$ cat src/rtl/fqss_pkg.sv
// ============================================================================
// fqss_pkg
// Shared types and constants of the FIFO queue with sort and search.
// ============================================================================
package fqss_pkg;

  // Queue geometry. DEPTH must be a power of two so ring positions wrap on AW bits.
  localparam int unsigned DEPTH = 64;
  localparam int unsigned AW    = $clog2(DEPTH);
  localparam int unsigned CW    = 7;
  localparam int unsigned DW    = 32;

  typedef enum logic [2:0] {
    REQ_PUSH   = 3'd0,
    REQ_POP    = 3'd1,
    REQ_PEEK   = 3'd2,
    REQ_SEARCH = 3'd3,
    REQ_SORT   = 3'd4,
    REQ_CLEAR  = 3'd5
  } req_e;

  typedef enum logic [1:0] {
    STAT_OK    = 2'd0,
    STAT_EMPTY = 2'd1,
    STAT_FULL  = 2'd2,
    STAT_MISS  = 2'd3
  } stat_e;

  typedef enum logic [1:0] {
    DSEL_ZERO  = 2'd0,
    DSEL_RDATA = 2'd1,
    DSEL_KEY   = 2'd2,
    DSEL_ONES  = 2'd3
  } dsel_e;

  typedef enum logic [3:0] {
    S_IDLE,
    S_PUSH,
    S_FRONT,
    S_SIMPLE,
    S_SEARCH,
    S_SRCH_CMP,
    S_SRCH_DONE,
    S_SORT_PASS,
    S_SORT_LOAD,
    S_SORT_READ,
    S_SORT_STEP
  } state_e;

  // Commands from the controller to the datapath.
  typedef struct packed {
    logic  accept;
    logic  rd_idx;
    logic  push_wr;
    logic  pop;
    logic  clear;
    logic  srch_next;
    logic  srch_hit;
    logic  sort_load;
    logic  sort_step;
    logic  sort_flush;
    logic  out_load;
    dsel_e out_dsel;
    stat_e out_stat;
  } cmd_t;

  // Status from the datapath to the controller.
  typedef struct packed {
    logic full;
    logic empty;
    logic idx_end;
    logic sort_done;
    logic match;
    logic hit;
    logic out_free;
  } sts_t;

endpackage

$ cat src/rtl/fqss_ram.sv
// ============================================================================
// fqss_ram
// Generic single-write, single-read RAM with a registered read port.
// ============================================================================
module fqss_ram #(
  parameter int unsigned WIDTH = 32,
  parameter int unsigned DEPTH = 64
) (
  input  logic                     clk_i,
  input  logic                     we_i,
  input  logic [$clog2(DEPTH)-1:0] waddr_i,
  input  logic [WIDTH-1:0]         wdata_i,
  input  logic [$clog2(DEPTH)-1:0] raddr_i,
  output logic [WIDTH-1:0]         rdata_o
);

  logic [WIDTH-1:0] mem_q [DEPTH];
  logic [WIDTH-1:0] rdata_q;

  always_ff @(posedge clk_i) begin
    if (we_i) begin
      mem_q[waddr_i] <= wdata_i;
    end
    rdata_q <= mem_q[raddr_i];
  end

  assign rdata_o = rdata_q;

endmodule

$ cat src/rtl/fqss_ctrl.sv
// ============================================================================
// fqss_ctrl
// Request sequencer: decodes each request and steps the datapath through it.
// ============================================================================
module fqss_ctrl (
  input  logic             clk_i,
  input  logic             rst_ni,
  input  logic             in_valid_i,
  input  logic [2:0]       req_type_i,
  output logic             in_ready_o,
  input  fqss_pkg::sts_t   sts_i,
  output fqss_pkg::cmd_t   cmd_o
);

  fqss_pkg::state_e state_q, state_d;
  logic [2:0]       kind_q, kind_d;

  always_ff @(posedge clk_i or negedge rst_ni) begin
    if (!rst_ni) begin
      state_q <= fqss_pkg::S_IDLE;
      kind_q  <= fqss_pkg::REQ_PUSH;
    end else begin
      state_q <= state_d;
      kind_q  <= kind_d;
    end
  end

  always_comb begin
    state_d    = state_q;
    kind_d     = kind_q;
    in_ready_o = 1'b0;
    cmd_o      = '0;
    cmd_o.out_dsel = fqss_pkg::DSEL_ZERO;
    cmd_o.out_stat = fqss_pkg::STAT_OK;

    case (state_q)
      fqss_pkg::S_IDLE: begin
        in_ready_o = 1'b1;
        if (in_valid_i) begin
          cmd_o.accept = 1'b1;
          kind_d       = req_type_i;
          case (req_type_i)
            fqss_pkg::REQ_PUSH:   state_d = fqss_pkg::S_PUSH;
            fqss_pkg::REQ_POP,
            fqss_pkg::REQ_PEEK:   state_d = fqss_pkg::S_FRONT;
            fqss_pkg::REQ_SEARCH: state_d = fqss_pkg::S_SEARCH;
            fqss_pkg::REQ_SORT:   state_d = fqss_pkg::S_SORT_PASS;
            default:              state_d = fqss_pkg::S_SIMPLE;
          endcase
        end
      end

      fqss_pkg::S_PUSH: begin
        if (sts_i.out_free) begin
          cmd_o.out_load = 1'b1;
          if (sts_i.full) begin
            cmd_o.out_stat = fqss_pkg::STAT_FULL;
          end else begin
            cmd_o.push_wr = 1'b1;
          end
          state_d = fqss_pkg::S_IDLE;
        end
      end

      fqss_pkg::S_FRONT: begin
        if (sts_i.out_free) begin
          cmd_o.out_load = 1'b1;
          if (sts_i.empty) begin
            cmd_o.out_stat = fqss_pkg::STAT_EMPTY;
          end else begin
            cmd_o.out_dsel = fqss_pkg::DSEL_RDATA;
            cmd_o.pop      = (kind_q == fqss_pkg::REQ_POP);
          end
          state_d = fqss_pkg::S_IDLE;
        end
      end

      fqss_pkg::S_SIMPLE: begin
        if (sts_i.out_free) begin
          cmd_o.out_load = 1'b1;
          cmd_o.clear    = (kind_q == fqss_pkg::REQ_CLEAR);
          state_d        = fqss_pkg::S_IDLE;
        end
      end

      fqss_pkg::S_SEARCH: begin
        if (sts_i.idx_end) begin
          state_d = fqss_pkg::S_SRCH_DONE;
        end else begin
          cmd_o.rd_idx = 1'b1;
          state_d      = fqss_pkg::S_SRCH_CMP;
        end
      end

      fqss_pkg::S_SRCH_CMP: begin
        if (sts_i.match) begin
          cmd_o.srch_hit = 1'b1;
          state_d        = fqss_pkg::S_SRCH_DONE;
        end else begin
          cmd_o.srch_next = 1'b1;
          state_d         = fqss_pkg::S_SEARCH;
        end
      end

      fqss_pkg::S_SRCH_DONE: begin
        if (sts_i.out_free) begin
          cmd_o.out_load = 1'b1;
          if (sts_i.empty) begin
            cmd_o.out_dsel = fqss_pkg::DSEL_ONES;
            cmd_o.out_stat = fqss_pkg::STAT_EMPTY;
          end else if (sts_i.hit) begin
            cmd_o.out_dsel = fqss_pkg::DSEL_KEY;
          end else begin
            cmd_o.out_dsel = fqss_pkg::DSEL_ONES;
            cmd_o.out_stat = fqss_pkg::STAT_MISS;
          end
          state_d = fqss_pkg::S_IDLE;
        end
      end

      fqss_pkg::S_SORT_PASS: begin
        if (sts_i.sort_done) begin
          state_d = fqss_pkg::S_SIMPLE;
        end else begin
          cmd_o.rd_idx = 1'b1;
          state_d      = fqss_pkg::S_SORT_LOAD;
        end
      end

      fqss_pkg::S_SORT_LOAD: begin
        cmd_o.sort_load = 1'b1;
        state_d         = fqss_pkg::S_SORT_READ;
      end

      fqss_pkg::S_SORT_READ: begin
        if (sts_i.idx_end) begin
          cmd_o.sort_flush = 1'b1;
          state_d          = fqss_pkg::S_SORT_PASS;
        end else begin
          cmd_o.rd_idx = 1'b1;
          state_d      = fqss_pkg::S_SORT_STEP;
        end
      end

      fqss_pkg::S_SORT_STEP: begin
        cmd_o.sort_step = 1'b1;
        state_d         = fqss_pkg::S_SORT_READ;
      end

      default: begin
        state_d = fqss_pkg::S_IDLE;
      end
    endcase
  end

endmodule

$ cat src/rtl/fqss_dp.sv
// ============================================================================
// fqss_dp
// Queue datapath: ring store, pointers, walk counters and result register.
// ============================================================================
module fqss_dp (
  input  logic                               clk_i,
  input  logic                               rst_ni,
  input  fqss_pkg::cmd_t                     cmd_i,
  output fqss_pkg::sts_t                     sts_o,
  input  logic signed [fqss_pkg::DW-1:0]     value_i,
  output logic                               out_valid_o,
  input  logic                               out_ready_i,
  output logic signed [fqss_pkg::DW-1:0]     data_o,
  output logic        [1:0]                  status_o,
  output logic        [fqss_pkg::CW-1:0]     count_o
);

  logic [fqss_pkg::AW-1:0] head_q, head_d;
  logic [fqss_pkg::CW-1:0] count_q, count_d;
  logic [fqss_pkg::CW-1:0] idx_q, idx_d;
  logic [fqss_pkg::CW-1:0] pass_q, pass_d;
  logic                    hit_q, hit_d;
  logic                    out_valid_q, out_valid_d;
  logic [fqss_pkg::DW-1:0] key_q, carry_q, out_data_q;
  logic [1:0]              out_stat_q;
  logic [fqss_pkg::CW-1:0] out_count_q;

  logic                    we;
  logic [fqss_pkg::AW-1:0] waddr, raddr;
  logic [fqss_pkg::DW-1:0] wdata, rdata;
  logic [fqss_pkg::CW-1:0] idx_prev;
  logic                    greater;

  fqss_ram #(
    .WIDTH (fqss_pkg::DW),
    .DEPTH (fqss_pkg::DEPTH)
  ) u_ram (
    .clk_i   (clk_i),
    .we_i    (we),
    .waddr_i (waddr),
    .wdata_i (wdata),
    .raddr_i (raddr),
    .rdata_o (rdata)
  );

  assign idx_prev = idx_q - fqss_pkg::CW'(1);
  assign greater  = $signed(carry_q) > $signed(rdata);
  assign raddr    = cmd_i.rd_idx ? head_q + idx_q[fqss_pkg::AW-1:0] : head_q;

  always_comb begin
    we    = 1'b0;
    waddr = head_q + idx_prev[fqss_pkg::AW-1:0];
    wdata = carry_q;
    if (cmd_i.push_wr) begin
      we    = 1'b1;
      waddr = head_q + count_q[fqss_pkg::AW-1:0];
      wdata = key_q;
    end else if (cmd_i.sort_step) begin
      we    = 1'b1;
      wdata = greater ? rdata : carry_q;
    end else if (cmd_i.sort_flush) begin
      we    = 1'b1;
    end
  end

  always_comb begin
    head_d  = head_q;
    count_d = count_q;
    idx_d   = idx_q;
    pass_d  = pass_q;
    hit_d   = hit_q;
    if (cmd_i.push_wr) begin
      count_d = count_q + fqss_pkg::CW'(1);
    end
    if (cmd_i.pop) begin
      count_d = count_q - fqss_pkg::CW'(1);
      head_d  = head_q + fqss_pkg::AW'(1);
    end
    if (cmd_i.clear) begin
      count_d = '0;
      head_d  = '0;
    end
    if (cmd_i.accept) begin
      idx_d  = '0;
      pass_d = '0;
      hit_d  = 1'b0;
    end
    if (cmd_i.srch_next || cmd_i.sort_step) begin
      idx_d = idx_q + fqss_pkg::CW'(1);
    end
    if (cmd_i.srch_hit) begin
      hit_d = 1'b1;
    end
    if (cmd_i.sort_load) begin
      idx_d = fqss_pkg::CW'(1);
    end
    if (cmd_i.sort_flush) begin
      idx_d  = '0;
      pass_d = pass_q + fqss_pkg::CW'(1);
    end
    if (cmd_i.out_load) begin
      out_valid_d = 1'b1;
    end else if (out_ready_i) begin
      out_valid_d = 1'b0;
    end else begin
      out_valid_d = out_valid_q;
    end
  end

  always_ff @(posedge clk_i or negedge rst_ni) begin
    if (!rst_ni) begin
      head_q      <= '0;
      count_q     <= '0;
      idx_q       <= '0;
      pass_q      <= '0;
      hit_q       <= 1'b0;
      out_valid_q <= 1'b0;
    end else begin
      head_q      <= head_d;
      count_q     <= count_d;
      idx_q       <= idx_d;
      pass_q      <= pass_d;
      hit_q       <= hit_d;
      out_valid_q <= out_valid_d;
    end
  end

  // Payload registers.
  always_ff @(posedge clk_i) begin
    if (cmd_i.accept) begin
      key_q <= value_i;
    end
    if (cmd_i.sort_load || (cmd_i.sort_step && !greater)) begin
      carry_q <= rdata;
    end
    if (cmd_i.out_load) begin
      case (cmd_i.out_dsel)
        fqss_pkg::DSEL_RDATA: out_data_q <= rdata;
        fqss_pkg::DSEL_KEY:   out_data_q <= key_q;
        fqss_pkg::DSEL_ONES:  out_data_q <= '1;
        default:              out_data_q <= '0;
      endcase
      out_stat_q  <= cmd_i.out_stat;
      out_count_q <= count_d;
    end
  end

  assign sts_o.full      = (count_q == fqss_pkg::CW'(fqss_pkg::DEPTH));
  assign sts_o.empty     = (count_q == '0);
  assign sts_o.idx_end   = (idx_q == count_q);
  assign sts_o.sort_done = ((pass_q + fqss_pkg::CW'(1)) >= count_q);
  assign sts_o.match     = (rdata == key_q);
  assign sts_o.hit       = hit_q;
  assign sts_o.out_free  = !out_valid_q || out_ready_i;

  assign out_valid_o = out_valid_q;
  assign data_o      = $signed(out_data_q);
  assign status_o    = out_stat_q;
  assign count_o     = out_count_q;

endmodule

$ cat src/rtl/fifo_queue_sort_search.sv
// ============================================================================
// fifo_queue_sort_search
// Bounded FIFO of signed 32-bit values with search and in-place sort.
// ============================================================================
// Usage: each request transfer on the input channel (req_type_i, value_i)
// produces exactly one result transfer on the output channel (data_o,
// status_o, count_o), in request order. Requests are push, pop, peek at the
// oldest entry, search for a key, sort the held entries ascending, and clear.
// The block works on one request at a time. Push, pop, peek, clear and the
// unused request codes are taken in the idle state and then, in a second
// state, update the queue and load the result register. A search walks the
// held entries through the single read port of the ring store, with a read
// state and a compare state per entry. A sort runs n-1 bubble passes over n
// entries, each pass again a walk of the store through its single read port.
// The result sits in an output register; the next request is taken while it
// waits, and only the final step of that next request waits for the
// receiver. After reset the queue is empty with the head at position zero;
// the store contents are not cleared and need no clearing pass.
// ============================================================================
module fifo_queue_sort_search (
  input  logic                           clk_i,
  input  logic                           rst_ni,
  input  logic                           in_valid_i,
  output logic                           in_ready_o,
  input  logic [2:0]                     req_type_i,
  input  logic signed [fqss_pkg::DW-1:0] value_i,
  output logic                           out_valid_o,
  input  logic                           out_ready_i,
  output logic signed [fqss_pkg::DW-1:0] data_o,
  output logic [1:0]                     status_o,
  output logic [fqss_pkg::CW-1:0]        count_o
);

  // Command and status groups between the sequencer and the datapath.
  fqss_pkg::cmd_t cmd;
  fqss_pkg::sts_t sts;

  // The sequencer decodes a request at its transfer and steps through it.
  fqss_ctrl u_ctrl (
    .clk_i      (clk_i),
    .rst_ni     (rst_ni),
    .in_valid_i (in_valid_i),
    .req_type_i (req_type_i),
    .in_ready_o (in_ready_o),
    .sts_i      (sts),
    .cmd_o      (cmd)
  );

  // The datapath holds the ring store, head and fill count, the walk
  // counters for search and sort, and the output register.
  fqss_dp u_dp (
    .clk_i       (clk_i),
    .rst_ni      (rst_ni),
    .cmd_i       (cmd),
    .sts_o       (sts),
    .value_i     (value_i),
    .out_valid_o (out_valid_o),
    .out_ready_i (out_ready_i),
    .data_o      (data_o),
    .status_o    (status_o),
    .count_o     (count_o)
  );

endmodule

$ cat config.mk
export PLATFORM = sky130hd
export DESIGN_NAME = fifo_queue_sort_search
export DESIGN_NICKNAME = d
export VERILOG_FILES = /design/src/rtl/fqss_pkg.sv /design/src/rtl/fqss_ram.sv /design/src/rtl/fqss_ctrl.sv /design/src/rtl/fqss_dp.sv /design/src/rtl/fifo_queue_sort_search.sv
export SDC_FILE = /design/constraint.sdc
export NUM_CORES = 2
export LEC_CHECK = 0
export BUFFER_PORTS_ARGS = -buffer_cell sky130_fd_sc_hd__buf_2
export CELL_PAD_IN_SITES_DETAIL_PLACEMENT = 1
export CELL_PAD_IN_SITES_GLOBAL_PLACEMENT = 2
export CORE_MARGIN = 8
export CORE_UTILIZATION = 51
export CTS_BUF_LIST = sky130_fd_sc_hd__clkbuf_8
export DETAILED_ROUTE_END_ITERATION = 12
export PLACE_DENSITY_LB_ADDON = 0.08
export SYNTH_ARGS = -nofsm -noshare
export SYNTH_HDL_FRONTEND = slang
export SYNTH_SLANG_ARGS = --single-unit
$ cat constraint.sdc
create_clock -name clk_i -period 12.35 [get_ports clk_i]
set_input_delay 1.235 -clock clk_i [delete_from_list [all_inputs] [get_ports clk_i]]
set_output_delay 1.235 -clock clk_i [all_outputs]
set_load 0.03 [all_outputs]
# After elaboration in Yosys (flattened, before gate mapping)
# Memory sizes are Yosys's and may differ from the RTL's. A register that Yosys moved wholly into a read port is not among the register bits.
# Cells that the tools add are included.
# totals
ff_bits	141
mem_bits_rw	2048
in_bits	39
out_inout_bits	43
wordCells	137
memories	1
# op_classes
addsub	9
magnitude_cmp	2
n_eq_ne	24
muxes	67
reduce_logical	21
# mem_list
memory	words	word_bits	read_ports	rd_clocked_by_memory_dff	write_ports	line	rtl
u_dp.u_ram.mem_q	64	32	1	1	1	fqss_ram.sv:17	logic [WIDTH-1:0] mem_q [DEPTH];
# op_table
operator	count
32-bit two-way mux	3
32-bit case mux with 3 select lines	1
7-bit two-way mux	8
32-bit equality test	1
32-bit greater-than comparator	1
1-bit two-way mux	32
4-bit case mux with 7 select lines	1
6-bit two-way mux	4
7-bit by 1-bit adder with 7-bit output, second input constant	3
6-bit adder	3
4-bit by 3-bit equality test with 1-bit output, second input constant	4
4-bit two-way mux	4
4-bit equality test, second input constant	3
2-bit two-way mux	6
3-bit case mux with 4 select lines	1
5-bit two-way mux	2
4-bit by 2-bit equality test with 1-bit output, second input constant	2
2-bit nonzero test	4
2-bit OR reduction	4
7-bit equality test	1
7-bit equality test, second input constant	1
7-bit >= comparator	1
7-bit logical NOT	1
7-bit by 1-bit subtractor with 7-bit output, second input constant	1
23 further kinds	31

# Logic depth before layout (Yosys ltp)
# depth
word_depth	8
mapped_depth	19
depth_no_buf	14

# Modules after synthesis
# A second synthesis with hierarchy kept.
# hier_totals
hier_cells	4156
hier_area_um2	87421.3
# by_module_without_submodules
module	instances	cells_per_inst	area_per_inst_um2
fqss_ram	1	3324	78515.3
fqss_dp	1	737	8169.1
fqss_ctrl	1	95	737.0

# Worst setup path before layout
# Ideal clock, no wire load.
# synth_path
kind	register to register
from	register u_dp.u_ram.rdata_q[31], in the netlist u_dp.u_ram.rdata_o[31] (read register of u_dp.u_ram.mem_q)
to	memory u_dp.u_ram.mem_q[0][10], data pin
setup_ns	0.542
arrival_ns	4.247
required_time_ns	11.808
slack_ns	7.560
path_stages_with_launch	12
path_buffers	2
cell_sequence	dfxtp_1 -> inv_1 -> ha_1 -> nand4_1 -> nor2_1 -> a221oi_1 -> o22ai_1 -> or4b_2 -> clkbuf_1 -> a21o_1 -> clkbuf_1 -> o211ai_1
# synth_via
elab_chain_len	4
# synth_lines
item	line	rtl
start, declared	fqss_ram.sv:18	logic [WIDTH-1:0] rdata_q;
32-bit greater-than comparator	fqss_dp.sv:47	assign greater = $signed(carry_q) > $signed(rdata);
32-bit two-way mux	fqss_dp.sv:60	wdata = greater ? rdata : carry_q;
32-bit two-way mux	fqss_dp.sv:58	end else if (cmd_i.sort_step) begin
32-bit two-way mux	fqss_dp.sv:54	if (cmd_i.push_wr) begin
named net u_dp.u_ram.wdata_i[10]	fqss_ram.sv:12	input logic [WIDTH-1:0] wdata_i,
end, declared	fqss_ram.sv:17	
# The timed path passes the listed nets, and every way through them passes these cells.

# Worst setup path in the final report
# layout_path
from	register u_dp.pass_q[0] (netlist bit)
to	register u_dp.u_ram.rdata_q[8], in the netlist u_dp.u_ram.rdata_o[8] (read register of u_dp.u_ram.mem_q)
# layout_via
elab_chain_len	5
# layout_lines
item	line	rtl
start, declared	fqss_dp.sv:21	logic [fqss_pkg::CW-1:0] pass_q, pass_d;
start signal, assigned	fqss_dp.sv:122	pass_q <= pass_d;
7-bit by 1-bit adder with 7-bit output	fqss_dp.sv:151	assign sts_o.sort_done = ((pass_q + fqss_pkg::CW'(1)) >= count_q);
7-bit >= comparator	fqss_dp.sv:151	
1-bit two-way mux	fqss_ctrl.sv:122	if (sts_i.sort_done) begin
1-bit case mux with 2 select lines	fqss_ctrl.sv:36	case (state_q)
6-bit two-way mux	fqss_dp.sv:48	assign raddr = cmd_i.rd_idx ? head_q + idx_q[fqss_pkg::AW-1:0] : head_q;
# Every way passes these cells.
# A chain may end at the register's enable or synchronous reset.

==> metrics.txt <==
status finished, violations left; failing checks capacitance limit; Final min period 7350 ps; vias in the first global route between 60,000 and 70,000; die area just under 200,000 um^2; crit-path max FO 57; Core Area 178,000 um^2; # Post-CTS Setup Buffers 0; io pins 82; HPWL Detailed between 150,000 and 200,000 um; clock buffer depth 4; R2R Path Start u_dp.pass_q[0]$_DFFE_PN0P_; Pwr Total roughly 0.025 W; Final nets slightly below 7,000; WL/cell 33.6 um; Clock Pin Slew Worst Setup and Hold Paths roughly 60 ps; Critical R2R Capture u_dp.u_ram.rdata_o[8]$_DFF_P_; RSZ-0062 raised after global routing no; Worst Tran Pin Value between 1000 and 1500 ps; GRT Util Overall 31.9%; num rows 155; DRT Wirelength 316,000 um; commonest non-fill, non-tap cell in the layout edfxtp_1; Min-Delay Path Class input pin to asynchronous set/reset pin; TritonCTS Buffers around 380; commonest non-fill, non-tap cells in the layout 2,153 x edfxtp_1, 888 x nand3_1, 719 x o21ai_0; power per cell area between 200 and 250 nW/um^2; total gr overflow 0; drt first pass iters 6; CP Launch Type flip-flop; vias about 63,000; Die Ht between 400 and 500 um; area grow syn2layout 11.6%; I/O Buffers 81; slew margin rel. under 10%; clk_lat worst skew ~1100 ps; Final Cycle Share between 50% and 60%; Top FF cell, synth edfxtp_1; async set-reset flop share out of synthesis 1.62%; post-cts hold buffer count 0; CP Class flip-flop to flip-flop; # DRC 0; number of max-cap violations 1; via density per instance 6.69; reg2reg path depth 16; antenna-violating nets left 0; routability congestion estimate just over 0.8; P_leak around 34 nW; initial antenna violation count 24; Fin Clk Skew approximately 70 ps; Final Hold Vio Count 0; Critical Path Sink u_dp.u_ram.rdata_o[8]$_DFF_P_; arrival time worst endpoint between 8000 and 9000 ps; VDD IR-drop max 0.000224 V; CTS tree done; Final setup viols 0; reg2reg setup slack 5000 ps; EDFF count, synth ~2,200; root buf cell clkbuf_8; post_cts resized 0; final setup TNS 0 ps; DRT iter0 DRCs roughly 8,000; sequential element share of the synthesized area approximately 73%; final slew viol count 0; die width roughly 440 um; largest net degree at the start of global routing 230; Fmax 0.136 GHz; Yosys warning count 0; Post-Syn Nets 6,737; Synth Cell Area roughly 91,000 um^2; crit path from u_dp.pass_q[0]$_DFFE_PN0P_; first-pass GRT wire length between 400,000 and 500,000 um; CTS H-Tree Depth 5; CP Capture Type flip-flop; ratio of cells with drive above 1 in the final layout between 10% and 20%; FF+latch count, synth between 2,000 and 2,500; worst endpoint required time between 10,000 and 15,000 ps; Syn Inst Count between 6,000 and 7,000; Starting Density about half; Avg Inst Size Synth around 14 um^2; CTS Sinks ~2,200; Yosys cell types 71
## worst min path at each step
stage | slack, ps | to | depth (start not counted) | start
5_1_grt | 310 | u_dp.key_q[23]$_DFFE_PP_ | 1 | value_i[23]
2_1_floorplan | 460 | u_dp.hit_q$_DFFE_PN0P_ | 1 | u_dp.hit_q$_DFFE_PN0P_
6_report | 290 | u_dp.pass_q[4]$_DFFE_PN0P_ | 1 | rst_ni
3_5_place_dp | 490 | u_ctrl.kind_q[1]$_DFFE_PN0P_ | 1 | u_ctrl.kind_q[1]$_DFFE_PN0P_
4_1_cts | 260 | u_dp.count_q[6]$_DFF_PN0_ | 1 | rst_ni
3_3_place_gp | 480 | u_ctrl.kind_q[1]$_DFFE_PN0P_ | 1 | u_ctrl.kind_q[1]$_DFFE_PN0P_
## cell families (layout without fill, tap and decap cells)
group | Yosys count | in the layout | share of synthesized area, %
buffers and inverters | 612 | 1031 | 2.63
multiplexers | 206 | 206 | 2.40
other | 0 | 13 | 0
AND/OR/NAND/NOR | 1703 | 1703 | 9.14
adder cells (fa/ha/maj) | 66 | 66 | 0.931
XOR/XNOR | 75 | 75 | 0.721
AO/OA/AOI/OAI | 1749 | 1749 | 11.6
flip-flops | 2221 | 2221 | 72.6
## metrics by stage
stage / worst slack, ps / hold slack [ps] / area (um^2) / utilization [%] / instances
2_1_floorplan: 7560 / 465 / 91100 / - / 6632
3_3_place_gp: 3490 / 481 / 94900 / 53.3 / 8723
3_5_place_dp: 5300 / 489 / 95100 / 53.4 / 8738
4_1_cts: 5200 / 257 / 102000 / 57.1 / 9405
5_1_grt: 4980 / 308 / 102000 / 57.1 / 9407
6_report: 5000 / 293 / 102000 / 57.1 / 9419
## state kept, by name, indices dropped and copies added, names as in the netlist
name and flops:
u_dp.count_q 7, u_dp.u_ram.rdata_o 32, u_dp.idx_q 7, u_dp.carry_q 32
u_dp.count_o 7, u_ctrl.state_q 4, u_dp.u_ram.mem_q 2048, u_dp.out_valid_o 1
u_dp.hit_q 1, u_dp.pass_q 7, u_dp.data_o 32, u_dp.head_q 6
u_dp.key_q 32, u_dp.status_o 2, u_ctrl.kind_q 3
## report_power, final
| group | internal (W) | total, W | leakage [nW] | switching (W) |
|---|---|---|---|---|
| registers | 0.00991 | 0.0103 | 20.0 | 0.000360 |
| logic | 0.00217 | 0.00916 | 10.4 | 0.00699 |
| clock network | 0.00295 | 0.00593 | 3.88 | 0.00298 |
| total | 0.0150 | 0.0254 | 34.4 | 0.0103 |
## worst max-delay path, stage by stage (launching register included)
cell	delay, ps
dfrtp_1	430
ha_1	260
nand3_1	150
xnor2_1	240
ha_1	290
a211oi_1	280
nor2_1	90
a211oi_2	160
buf_4	250
a21o_1	400
mux2i_4	280
buf_4	770
buf_4	640
a21oi_1	100
o41ai_1	1260
o2111ai_1	860
or4_1	650
## area by class of cell
class	instances	area, um^2
fill	17200	76300
sequential	2221	66200
multi-input combinational	3799	23500
clock buffer	397	5460
tap	2355	2950
timing repair buffer	296	2170
clock inverter	270	1080
inverter	68	255
antenna	13	32.5
## cell usage after synthesis (all sizes together), types with 36 or more instances
cell type	n	area, um^2
edfxtp	2153	64700
mux2i	138	1390
mux2	68	800
and3	132	826
dfrtp	36	901
clkbuf	452	1700
nand2	352	1320
a21oi	538	2700
nand4	84	526
inv	68	255
nand3	889	4450
o41ai	97	850
xnor2	61	534
o2111ai	62	543
nor2	152	571
buf	92	447
ha	63	788
a32oi	128	1120
o21ai	720	3600
## layer usage
layer	vias to the layer above	GRT usage [%]	wire [um]
li1	26200	-	-
met1	32900	45.6	131000
met2	3323	48.6	142000
met4	8	11.6	11500
met5	-	0	59
met3	579	6.81	31400
No activity file was read; power rests on OpenSTA's default activity.
